## src/hdl/indexed_register_block_with_rtc_core_defines.svh

```systemverilog
// ----------------------------------------------------------------------------
// Assertion macros for the indexed register block with real-time clock.
// Every use expects clk and arst_n in scope.
// ----------------------------------------------------------------------------
`ifndef INDEXED_REGISTER_BLOCK_WITH_RTC_CORE_DEFINES_SVH
`define INDEXED_REGISTER_BLOCK_WITH_RTC_CORE_DEFINES_SVH

// Same-cycle implication, sampled on clk, off during reset.
`define IRBRTC_ASSERT_NOW(lbl, ante, cons) \
	lbl: assert property (@(posedge clk) disable iff (!arst_n) (ante) |-> (cons)) \
		else $error("irbrtc: assertion failed");

// Next-cycle implication, sampled on clk, off during reset.
`define IRBRTC_ASSERT_NEXT(lbl, ante, cons) \
	lbl: assert property (@(posedge clk) disable iff (!arst_n) (ante) |=> (cons)) \
		else $error("irbrtc: assertion failed");

`endif

```

## src/hdl/irbrtc_pkg.sv

```systemverilog
// ----------------------------------------------------------------------------
// irbrtc_pkg
// Shared types, opcodes and register indices of the indexed register block.
// ----------------------------------------------------------------------------
`default_nettype none

package irbrtc_pkg;

	localparam int DAY_BITS = 12;

	localparam int ADDR_W = 8;
	localparam int DATA_W = 8;

	typedef enum logic [1:0] {
		OP_READ  = 2'd0,
		OP_WRITE = 2'd1,
		OP_TICK  = 2'd2
	} opcode_t;

	localparam logic PORT_INDEX = 1'b0;
	localparam logic PORT_DATA  = 1'b1;

	localparam logic [7:0] REG_JOY_GATE  = 8'h09;
	localparam logic [7:0] REG_JOYPAD    = 8'h0a;
	localparam logic [7:0] REG_TIMER_LO  = 8'h30;
	localparam logic [7:0] REG_TIMER_HI  = 8'h31;
	localparam logic [7:0] REG_SEC       = 8'h70;
	localparam logic [7:0] REG_MIN       = 8'h71;
	localparam logic [7:0] REG_HOUR      = 8'h72;
	localparam logic [7:0] REG_DAY_LO    = 8'h73;
	localparam logic [7:0] REG_DAY_HI    = 8'h74;
	localparam logic [7:0] REG_ALM_SEC   = 8'h75;
	localparam logic [7:0] REG_ALM_MIN   = 8'h76;
	localparam logic [7:0] REG_ALM_HOUR  = 8'h77;
	localparam logic [7:0] REG_ALM_DAY   = 8'h78;
	localparam logic [7:0] REG_IRQ_EN    = 8'h79;
	localparam logic [7:0] REG_IRQ_STAT  = 8'h7a;
	localparam logic [7:0] REG_WPROT     = 8'hc1;

	localparam logic [15:0] TIMER_RESET = 16'h7200;
	localparam logic [15:0] TIMER_STEP  = 16'h0100;

	// Commands from the bus side into the clock unit.
	typedef struct packed {
		logic       tick;
		logic       wr;
		logic [7:0] idx;
		logic [7:0] data;
	} rtc_cmd_t;

	// Clock unit status: current time, requests, and irq after this item.
	typedef struct packed {
		logic [5:0]          sec;
		logic [5:0]          min;
		logic [4:0]          hour;
		logic [DAY_BITS-1:0] day;
		logic [1:0]          req;
		logic                irq_nxt;
	} rtc_stat_t;

endpackage

`default_nettype wire

```

## src/hdl/irbrtc_ram.sv

```systemverilog
// ----------------------------------------------------------------------------
// irbrtc_ram
// Generic single-write, single-read synchronous RAM, registered read data.
// ----------------------------------------------------------------------------
`default_nettype none

module irbrtc_ram #(
	parameter int DATA_W = 8,
	parameter int ADDR_W = 8
) (
	input  wire logic              clk,
	input  wire logic              we,
	input  wire logic [ADDR_W-1:0] waddr,
	input  wire logic [DATA_W-1:0] wdata,
	input  wire logic              re,
	input  wire logic [ADDR_W-1:0] raddr,
	output logic      [DATA_W-1:0] rdata
);

	localparam int DEPTH = 1 << ADDR_W;

	logic [DATA_W-1:0] mem [DEPTH];

	always_ff @(posedge clk) begin
		if (we) begin
			mem[waddr] <= wdata;
		end
	end

	always_ff @(posedge clk) begin
		if (re) begin
			rdata <= mem[raddr];
		end
	end

endmodule

`default_nettype wire

```

## src/hdl/irbrtc_rtc.sv

```systemverilog
// ----------------------------------------------------------------------------
// irbrtc_rtc
// Time of day, day count, alarm, interrupt enables and request latches.
// ----------------------------------------------------------------------------
`default_nettype none

module irbrtc_rtc (
	input  wire logic                  clk,
	input  wire logic                  arst_n,
	input  wire logic                  en,
	input  wire irbrtc_pkg::rtc_cmd_t  cmd,
	output irbrtc_pkg::rtc_stat_t      stat
);

	import irbrtc_pkg::*;

	logic [5:0]          sec_q, sec_d;
	logic [5:0]          min_q, min_d;
	logic [4:0]          hour_q, hour_d;
	logic [DAY_BITS-1:0] day_q, day_d;
	logic [5:0]          alm_sec_q, alm_sec_d;
	logic [5:0]          alm_min_q, alm_min_d;
	logic [4:0]          alm_hour_q, alm_hour_d;
	logic [4:0]          alm_day_q, alm_day_d;
	logic [1:0]          ien_q, ien_d;
	logic [1:0]          req_q, req_d;

	logic [6:0]  sec_inc, min_inc;
	logic [5:0]  hour_inc;
	logic [15:0] day_ext, day_tmp;
	logic        alm_hit;

	always_comb begin
		sec_d      = sec_q;
		min_d      = min_q;
		hour_d     = hour_q;
		day_d      = day_q;
		alm_sec_d  = alm_sec_q;
		alm_min_d  = alm_min_q;
		alm_hour_d = alm_hour_q;
		alm_day_d  = alm_day_q;
		ien_d      = ien_q;
		req_d      = req_q;
		sec_inc    = {1'b0, sec_q} + 7'd1;
		min_inc    = {1'b0, min_q} + 7'd1;
		hour_inc   = {1'b0, hour_q} + 6'd1;
		day_ext    = 16'(day_q);
		day_tmp    = day_ext;
		alm_hit    = 1'b0;

		if (cmd.tick) begin
			// carry seconds into minutes, hours and days
			if (sec_inc >= 7'd60) begin
				sec_d = '0;
				if (min_inc >= 7'd60) begin
					min_d = '0;
					if (hour_inc >= 6'd24) begin
						hour_d = '0;
						day_d  = day_q + 1'b1;
					end else begin
						hour_d = hour_inc[4:0];
					end
				end else begin
					min_d = min_inc[5:0];
				end
			end else begin
				sec_d = sec_inc[5:0];
			end
			alm_hit = (sec_d == alm_sec_q) && (min_d == alm_min_q) &&
				(hour_d == alm_hour_q) && (day_d[4:0] == alm_day_q);
			req_d = {req_q[1] | alm_hit, 1'b1};
		end else if (cmd.wr) begin
			unique case (cmd.idx)
				REG_SEC:      sec_d = cmd.data[5:0];
				REG_MIN:      min_d = cmd.data[5:0];
				REG_HOUR:     hour_d = cmd.data[4:0];
				REG_DAY_LO: begin
					day_tmp = {day_ext[15:8], cmd.data};
					day_d   = day_tmp[DAY_BITS-1:0];
				end
				REG_DAY_HI: begin
					day_tmp = {cmd.data, day_ext[7:0]};
					day_d   = day_tmp[DAY_BITS-1:0];
				end
				REG_ALM_SEC:  alm_sec_d = cmd.data[5:0];
				REG_ALM_MIN:  alm_min_d = cmd.data[5:0];
				REG_ALM_HOUR: alm_hour_d = cmd.data[4:0];
				REG_ALM_DAY:  alm_day_d = cmd.data[4:0];
				REG_IRQ_EN:   ien_d = cmd.data[1:0];
				REG_IRQ_STAT: begin
					if (cmd.data[1]) begin
						req_d = '0;
					end
				end
				default: ;
			endcase
		end
	end

	always_ff @(posedge clk or negedge arst_n) begin
		if (!arst_n) begin
			sec_q      <= '0;
			min_q      <= '0;
			hour_q     <= '0;
			day_q      <= '0;
			alm_sec_q  <= '0;
			alm_min_q  <= '0;
			alm_hour_q <= '0;
			alm_day_q  <= '0;
			ien_q      <= '0;
			req_q      <= '0;
		end else if (en) begin
			sec_q      <= sec_d;
			min_q      <= min_d;
			hour_q     <= hour_d;
			day_q      <= day_d;
			alm_sec_q  <= alm_sec_d;
			alm_min_q  <= alm_min_d;
			alm_hour_q <= alm_hour_d;
			alm_day_q  <= alm_day_d;
			ien_q      <= ien_d;
			req_q      <= req_d;
		end
	end

	assign stat.sec     = sec_q;
	assign stat.min     = min_q;
	assign stat.hour    = hour_q;
	assign stat.day     = day_q;
	assign stat.req     = req_q;
	assign stat.irq_nxt = |(req_d & ien_d);

endmodule

`default_nettype wire

```

## src/hdl/indexed_register_block_with_rtc_core.sv

```systemverilog
// ----------------------------------------------------------------------------
// indexed_register_block_with_rtc_core
// Index/data bus port over a 256-byte register file, with real-time clock.
// ----------------------------------------------------------------------------
// Each item is a bus read, a bus write or a one-second tick and returns one
// result item (read_data, irq). The block takes one item per clock cycle as
// long as results are taken; a result passes through the synchronous
// register-file read and then the output register. All state changes at
// the accept edge, so a read that follows a write to the same index in
// the next cycle already sees the new byte. The register file is a 256x8
// RAM with one write and one read port; a per-entry valid bit, cleared at
// reset, makes unwritten entries read as zero, so no clearing pass runs
// after reset. The stand-in timer, clock, request status and write protect
// sit in flops beside the RAM and are merged into the read byte; the joypad
// index gives the gated input; joypad gate, alarm, enables read from RAM.
// irq shows the enabled pending requests as they stand after the item.
// ----------------------------------------------------------------------------
`default_nettype none

`include "indexed_register_block_with_rtc_core_defines.svh"

module indexed_register_block_with_rtc_core (
	input  wire logic       clk,
	input  wire logic       arst_n,
	input  wire logic       in_valid,
	output logic            in_ready,
	input  wire logic [1:0] opcode,
	input  wire logic       port_select,
	input  wire logic [7:0] write_data,
	input  wire logic [7:0] joypad,
	output logic            out_valid,
	input  wire logic       out_ready,
	output logic      [7:0] read_data,
	output logic            irq
);

	import irbrtc_pkg::*;

	// bus-side state
	logic [7:0]  index_q;
	logic [15:0] timer_q;
	logic        wprot_q;
	logic        joy_gate_q;
	logic [255:0] vld_q;

	// read stage: RAM access in flight
	logic        s1_valid_q;
	logic [7:0]  keep_s1;
	logic [7:0]  alt_s1;
	logic        vld_s1;
	logic        irq_s1;

	// output register
	logic        out_valid_q;
	logic [7:0]  read_data_q;
	logic        irq_q;

	logic        accept, s1_adv;
	logic        is_read, is_write, is_tick, data_rd, data_wr;
	logic [15:0] timer_nxt;
	logic [15:0] day_ext;
	logic [7:0]  keep_c, alt_c;
	logic [7:0]  ram_rdata;

	rtc_cmd_t    rtc_cmd;
	rtc_stat_t   rtc_stat;

	// advance the read stage when the output register is free or being taken
	assign s1_adv   = s1_valid_q && (!out_valid_q || out_ready);
	assign in_ready = !s1_valid_q || s1_adv;
	assign accept   = in_valid && in_ready;

	assign is_read  = (opcode == OP_READ);
	assign is_write = (opcode == OP_WRITE);
	assign is_tick  = (opcode == OP_TICK);
	assign data_rd  = is_read && (port_select == PORT_DATA);
	assign data_wr  = is_write && (port_select == PORT_DATA);

	// every read advances the stand-in timer before it is sampled
	assign timer_nxt = timer_q + TIMER_STEP;
	assign day_ext   = 16'(rtc_stat.day);

	assign rtc_cmd.tick = is_tick;
	assign rtc_cmd.wr   = data_wr;
	assign rtc_cmd.idx  = index_q;
	assign rtc_cmd.data = write_data;

	irbrtc_rtc u_rtc (
		.clk    (clk),
		.arst_n (arst_n),
		.en     (accept),
		.cmd    (rtc_cmd),
		.stat   (rtc_stat)
	);

	irbrtc_ram #(
		.DATA_W (DATA_W),
		.ADDR_W (ADDR_W)
	) u_ram (
		.clk   (clk),
		.we    (accept && data_wr),
		.waddr (index_q),
		.wdata (write_data),
		.re    (accept && data_rd),
		.raddr (index_q),
		.rdata (ram_rdata)
	);

	// Build the read byte as (stored & keep) | alt. Stored bytes pass whole
	// for plain indices, partly for the status and write-protect registers,
	// and not at all where the value lives outside the RAM.
	always_comb begin
		keep_c = '0;
		alt_c  = '0;
		if (is_read) begin
			if (port_select == PORT_INDEX) begin
				alt_c = index_q;
			end else begin
				unique case (index_q)
					REG_JOYPAD:   alt_c = joy_gate_q ? joypad : 8'hff;
					REG_TIMER_LO: alt_c = timer_nxt[7:0];
					REG_TIMER_HI: alt_c = timer_nxt[15:8];
					REG_SEC:      alt_c = {2'b00, rtc_stat.sec};
					REG_MIN:      alt_c = {2'b00, rtc_stat.min};
					REG_HOUR:     alt_c = {3'b000, rtc_stat.hour};
					REG_DAY_LO:   alt_c = day_ext[7:0];
					REG_DAY_HI:   alt_c = day_ext[15:8];
					REG_IRQ_STAT: begin
						keep_c = 8'hfc;
						alt_c  = {6'b0, rtc_stat.req};
					end
					REG_WPROT: begin
						keep_c = 8'hfe;
						alt_c  = {7'b0, wprot_q};
					end
					default:      keep_c = 8'hff;
				endcase
			end
		end
	end

	// bus-side state: update at accept
	always_ff @(posedge clk or negedge arst_n) begin
		if (!arst_n) begin
			index_q    <= '0;
			timer_q    <= TIMER_RESET;
			wprot_q    <= 1'b1;
			joy_gate_q <= 1'b0;
			vld_q      <= '0;
		end else if (accept) begin
			if (is_read) begin
				timer_q <= timer_nxt;
			end
			if (data_rd && (index_q == REG_WPROT)) begin
				wprot_q <= 1'b0;
			end
			if (is_write && (port_select == PORT_INDEX)) begin
				index_q <= write_data;
			end
			if (data_wr) begin
				vld_q[index_q] <= 1'b1;
				if (index_q == REG_JOY_GATE) begin
					joy_gate_q <= write_data[0];
				end
			end
		end
	end

	// read stage: hold the merge controls while the RAM read completes
	always_ff @(posedge clk or negedge arst_n) begin
		if (!arst_n) begin
			s1_valid_q <= 1'b0;
		end else if (accept) begin
			s1_valid_q <= 1'b1;
		end else if (s1_adv) begin
			s1_valid_q <= 1'b0;
		end
	end

	always_ff @(posedge clk) begin
		if (accept) begin
			keep_s1 <= keep_c;
			alt_s1  <= alt_c;
			vld_s1  <= vld_q[index_q];
			irq_s1  <= rtc_stat.irq_nxt;
		end
	end

	// output register: drop the result once taken
	always_ff @(posedge clk or negedge arst_n) begin
		if (!arst_n) begin
			out_valid_q <= 1'b0;
		end else if (s1_adv) begin
			out_valid_q <= 1'b1;
		end else if (out_ready) begin
			out_valid_q <= 1'b0;
		end
	end

	always_ff @(posedge clk) begin
		if (s1_adv) begin
			read_data_q <= ((vld_s1 ? ram_rdata : 8'h00) & keep_s1) | alt_s1;
			irq_q       <= irq_s1;
		end
	end

	assign out_valid = out_valid_q;
	assign read_data = read_data_q;
	assign irq       = irq_q;

	`IRBRTC_ASSERT_NOW(a_ready_when_out_free, !out_valid_q, in_ready)
	`IRBRTC_ASSERT_NEXT(a_s1_holds_on_stall, s1_valid_q && !s1_adv, s1_valid_q && $stable(alt_s1))
	`IRBRTC_ASSERT_NEXT(a_tick_sets_1hz, accept && is_tick, rtc_stat.req[0])

endmodule

`default_nettype wire

```

## config.mk

```make
export PLATFORM = sky130hd
export DESIGN_NAME = indexed_register_block_with_rtc_core
export DESIGN_NICKNAME = d
export VERILOG_FILES = /design/src/hdl/irbrtc_pkg.sv /design/src/hdl/irbrtc_ram.sv /design/src/hdl/irbrtc_rtc.sv /design/src/hdl/indexed_register_block_with_rtc_core.sv
export VERILOG_INCLUDE_DIRS = /design/src /design/src/hdl
export SDC_FILE = /design/constraint.sdc
export NUM_CORES = 2
export LEC_CHECK = 0
export BUFFER_PORTS_ARGS = -buffer_cell sky130_fd_sc_hd__buf_2
export CAP_MARGIN = 15
export CORE_ASPECT_RATIO = 0.8
export CORE_MARGIN = 2
export CORE_UTILIZATION = 30
export DETAILED_ROUTE_END_ITERATION = 16
export GPL_TIMING_DRIVEN = 1
export PLACE_DENSITY = 0.47
export SYNTH_ARGS = -nofsm -noshare
export SYNTH_HDL_FRONTEND = slang
export SYNTH_HIERARCHICAL = 1
export SYNTH_SLANG_ARGS = --single-unit
export TNS_END_PERCENT = 1
```

## constraint.sdc

```tcl
create_clock -name clk -period 3.06 [get_ports clk]
set_clock_uncertainty 0.2 [all_clocks]
set_input_delay 0.612 -clock clk [delete_from_list [all_inputs] [get_ports clk]]
set_output_delay 0.612 -clock clk [all_outputs]
set_load 0.02 [all_outputs]
```

==> results.sh <==
export IMPL_path_common_cell="buf_12"
export IMPL_largest_net_degree_at_the_start_of_global_routing=150
export IMPL_hold_slack_ns=0.0506
export IMPL_cell_area_after_synthesis_mm2=0.0971
export IMPL_regToRegEndpoint="u_ram/rdata[7]"
export IMPL_setup_violations=11
export IMPL_worst_pin_slew_ns=0.991
export IMPL_violations="setup timing"
export IMPL_most_common_layout_cells="2078 x edfxtp_1, 808 x buf_4, 519 x mux4_2"
export IMPL_cts_buffers=248
export IMPL_critPathMaxStageDelay_ns=0.57
export IMPL_fin_crit_sh_pct=110
export IMPL_rr_startpoint="index_q[0]"
export IMPL_synth_seq_cells=2409
export IMPL_avgRoutedWirePerCell_um=27.3
export IMPL_reg2reg_setup_slack_ns=-0.31
export IMPL_postSynthAreaPerCell_um2=18.6
export IMPL_crit_path_max_fanout=6
export IMPL_rows=186
export IMPL_pwr_density_cell_mw_per_mm2=700
export IMPL_fin_setup_tns_ns=-2.64
export IMPL_worst_slack_ns=-0.310
export IMPL_area_post_placement_mm2=0.110
export IMPL_number_of_h_tree_levels=4
export IMPL_rsz_0062_raised_after_global_routing="true"
export IMPL_cts_clk_slew_worst_paths_ns=0.06
export IMPL_cts_path_max_buffers=4
export IMPL_layout_cells_most_common="edfxtp_1"
export IMPL_detailedRoute_firstIterationViolations=6158
export IMPL_holdPathStages=1
export IMPL_finalMaxSlewViolations=0
export IMPL_nFillCells=29700
export IMPL_layout_min_cycle_time_ns=3.37
export IMPL_die_width_um=640
export IMPL_ant_nets=0
export IMPL_clock_sinks=2409
export IMPL_synth_cells=5230
export IMPL_detailed_place_hpwl_mm=193
export IMPL_seq_area_mm2=0.0707
export IMPL_multiInputGateArea_mm2=0.0253
export IMPL_dieHeight_um=513
export IMPL_holdCritStartpoint="write_data[6]"
export IMPL_worst_r2r_path_depth=10
export IMPL_timing_critical_path_required_ns=3.52
export IMPL_area_fraction_of_the_dominant_cell_type_after_synthesis_pct=64.3
export IMPL_max_cap_violations=0
export IMPL_post_route_drc_count=0
export IMPL_area_growth_syn_to_layout_pct=23.6
export IMPL_cp_data_arrival_time_ns=3.83
export IMPL_firstDrtPassIters=7
export IMPL_endpoints_failing_hold=0
export IMPL_dieArea_mm2=0.328
export IMPL_core_region_area_mm2=0.321
export IMPL_power_leakage_uw=0.0405
export IMPL_grt_pass1_wl_mm=416
export IMPL_grt_pass1_vias=55300
export IMPL_num_nets_final=6217
export IMPL_hold_path_class="in -> reg"
export IMPL_layout_drive_gt1_share_pct=34.9
export IMPL_insertion_delay_ns=0.93
export IMPL_async_reset_ff_share_pct=13.7
export IMPL_startpoint_type="register"
export IMPL_post_synth_top_area_cell="edfxtp_1"
export IMPL_run_status="finished with violations"
export IMPL_finalPower_uw=83900
export IMPL_fmax_mhz=297
export IMPL_root_buffer="clkbuf_16"
export IMPL_timing_critical_path_buf_inv=5
export IMPL_place_congestion=0.859
export IMPL_grt_usage_pct=17.5
export IMPL_port_buffers=33
export IMPL_synth_seq_area_share_pct=72.8
export IMPL_routed_via_count=55100
export IMPL_design_portCount=34
export IMPL_grt_antenna_before_repair=9
export IMPL_endpoint_kind="register"
export IMPL_crit_chain="buf_12, buf_8, buf_12, buf_12, mux4_2, mux4_2, nor2b_1, nor4_2, buf_4, nor4_1"
export IMPL_post_synth_main_area_contributors="edfxtp_1 64%, mux4_2 12%, dfrtp_1 8.4%"
export IMPL_via_per_inst=5.15
export IMPL_cp_top_family="multiplexers"
export IMPL_overflow=0
export IMPL_ys_warnings_count=6
export IMPL_syn_num_nets=5259
export IMPL_timing_slew_headroom_pct=33.7
export IMPL_ys_flop_type="edfxtp_1"
export IMPL_post_synth_num_cell_types=106
export IMPL_drt_total_wl_mm=292
export IMPL_post_route_design_area_mm2=0.120
export IMPL_initial_core_utilization_pct=30.2
export IMPL_timing_hold_worst_endpoint="u_ram/mem[230][6]"
export IMPL_cp_slowest_cell="mux4_2"
export IMPL_tritoncts_clock_tree="done"
export IMPL_synth_edf_count=2078
export IMPL_finalCoreUtilization_pct=37.3
export IMPL_kind_of_critical_path="reg -> reg"
export IMPL_vdd_drop_max_mv=0.545
-- repair_timing --
item / 4_1_cts / 5_1_grt
gates cloned: 3 / 1
hold buffers: 12 / 0
buffers inserted: 30 / 21
hold endpoints to repair: 374 / 0
setup endpoints to repair: 30 / 44
pin swaps: 14 / 19
gates resized for setup: 88 / 69
-- where the power goes --
group / switching [µW] / internal (µW)
sequential: 388 / 36000
clock: 13000 / 17200
combinational: 9720 / 7650
total: 23100 / 60800
-- per-stage QoR --
step / setup slack [ns] / std cells
6_report: -0.310 / 10700
5_1_grt: -0.375 / 10700
4_1_cts: -0.377 / 10700
3_5_place_dp: -1.11 / 10200
3_3_place_gp: -1.47 / 10200
2_1_floorplan: -0.178 / 5230
-- worst reg2reg max path, delay by kind of cell, from the launching register on --
kind	cells	cell delay (ns)
buffers and inverters	5	0.81
multiplexers	2	1.05
AND/OR/NAND/NOR	3	0.56
flip-flops	1	0.49
-- final cells by class --
type | count | area share [%]
timing repair buffer | 1054 | 8.76
multi-input combinational | 2444 | 21.1
clock buffer | 315 | 5.51
antenna | 3 | 0.00626
sequential | 2409 | 58.9
clock inverter | 128 | 1.11
tap | 4324 | 4.51
inverter | 31 | 0.0991
-- sequential cells by signal (all words and copies together), names as in the netlist, 2 cells and up --
name	count
u_ram/mem	2048
vld_q	256
u_rtc/day_q	12
alt_s1	8
index_q	8
read_data	8
timer_q	8
u_ram/rdata	8
u_rtc/alm_min_q	6
u_rtc/alm_sec_q	6
u_rtc/min_q	6
u_rtc/sec_q	6
u_rtc/alm_day_q	5
u_rtc/alm_hour_q	5
u_rtc/hour_q	5
keep_s1	3
u_rtc/ien_q	2
u_rtc/req_q	2
-- cell usage after synthesis, types with 28 or more instances --
master and n:
edfxtp_1 2078, mux4_2 519, nor2_1 327, dfrtp_1 326, o21bai_1 222, clkbuf_1 195
a22oi_1 171, a21oi_1 149, mux2i_1 139, nand2_1 120, nand3_1 80, nor2b_1 55
o221ai_1 52, buf_2 51, o21ai_0 48, nor3_1 40, o22ai_1 38, buf_4 30
mux2_2 29, nand2b_1 29, nor4_1 29, inv_1 28
-- cells by family (layout without fill, tap and decap cells) --
| group | after synthesis | count (layout) | share of synthesized area (%) |
|---|---|---|---|
| AO/OA/AOI/OAI | 903 | 903 | 6.70 |
| flip-flops | 2409 | 2409 | 72.8 |
| XOR/XNOR | 27 | 27 | 0.244 |
| other | 0 | 3 | 0 |
| multiplexers | 698 | 698 | 14.0 |
| adder cells (fa/ha/maj) | 6 | 6 | 0.0773 |
| AND/OR/NAND/NOR | 810 | 810 | 4.06 |
| buffers and inverters | 377 | 1528 | 2.11 |
-- routing by layer --
layer	GRT usage [%]	up-vias	wire, µm
met4	3.23	0	4850
met5	0	-	0
met1	27.2	29800	141000
met2	25.6	1719	127000
met3	2.97	311	19000
li1	-	23300	-
-- worst max path at each step --
| stage | from | end | slack [ns] | cells after the start |
|---|---|---|---|---|
| floorplan | out_ready | u_ram/mem[112][0] | -0.18 | 11 |
| global placement | index_q[0] | u_ram/rdata[4] | -1.47 | 9 |
| detailed placement | index_q[0] | u_ram/rdata[2] | -1.11 | 9 |
| CTS | index_q[0] | u_ram/rdata[4] | -0.38 | 10 |
| global route | index_q[0] | u_ram/rdata[6] | -0.37 | 10 |
| finish | index_q[0] | u_ram/rdata[7] | -0.31 | 10 |
(Power assumes the default switching activity.)
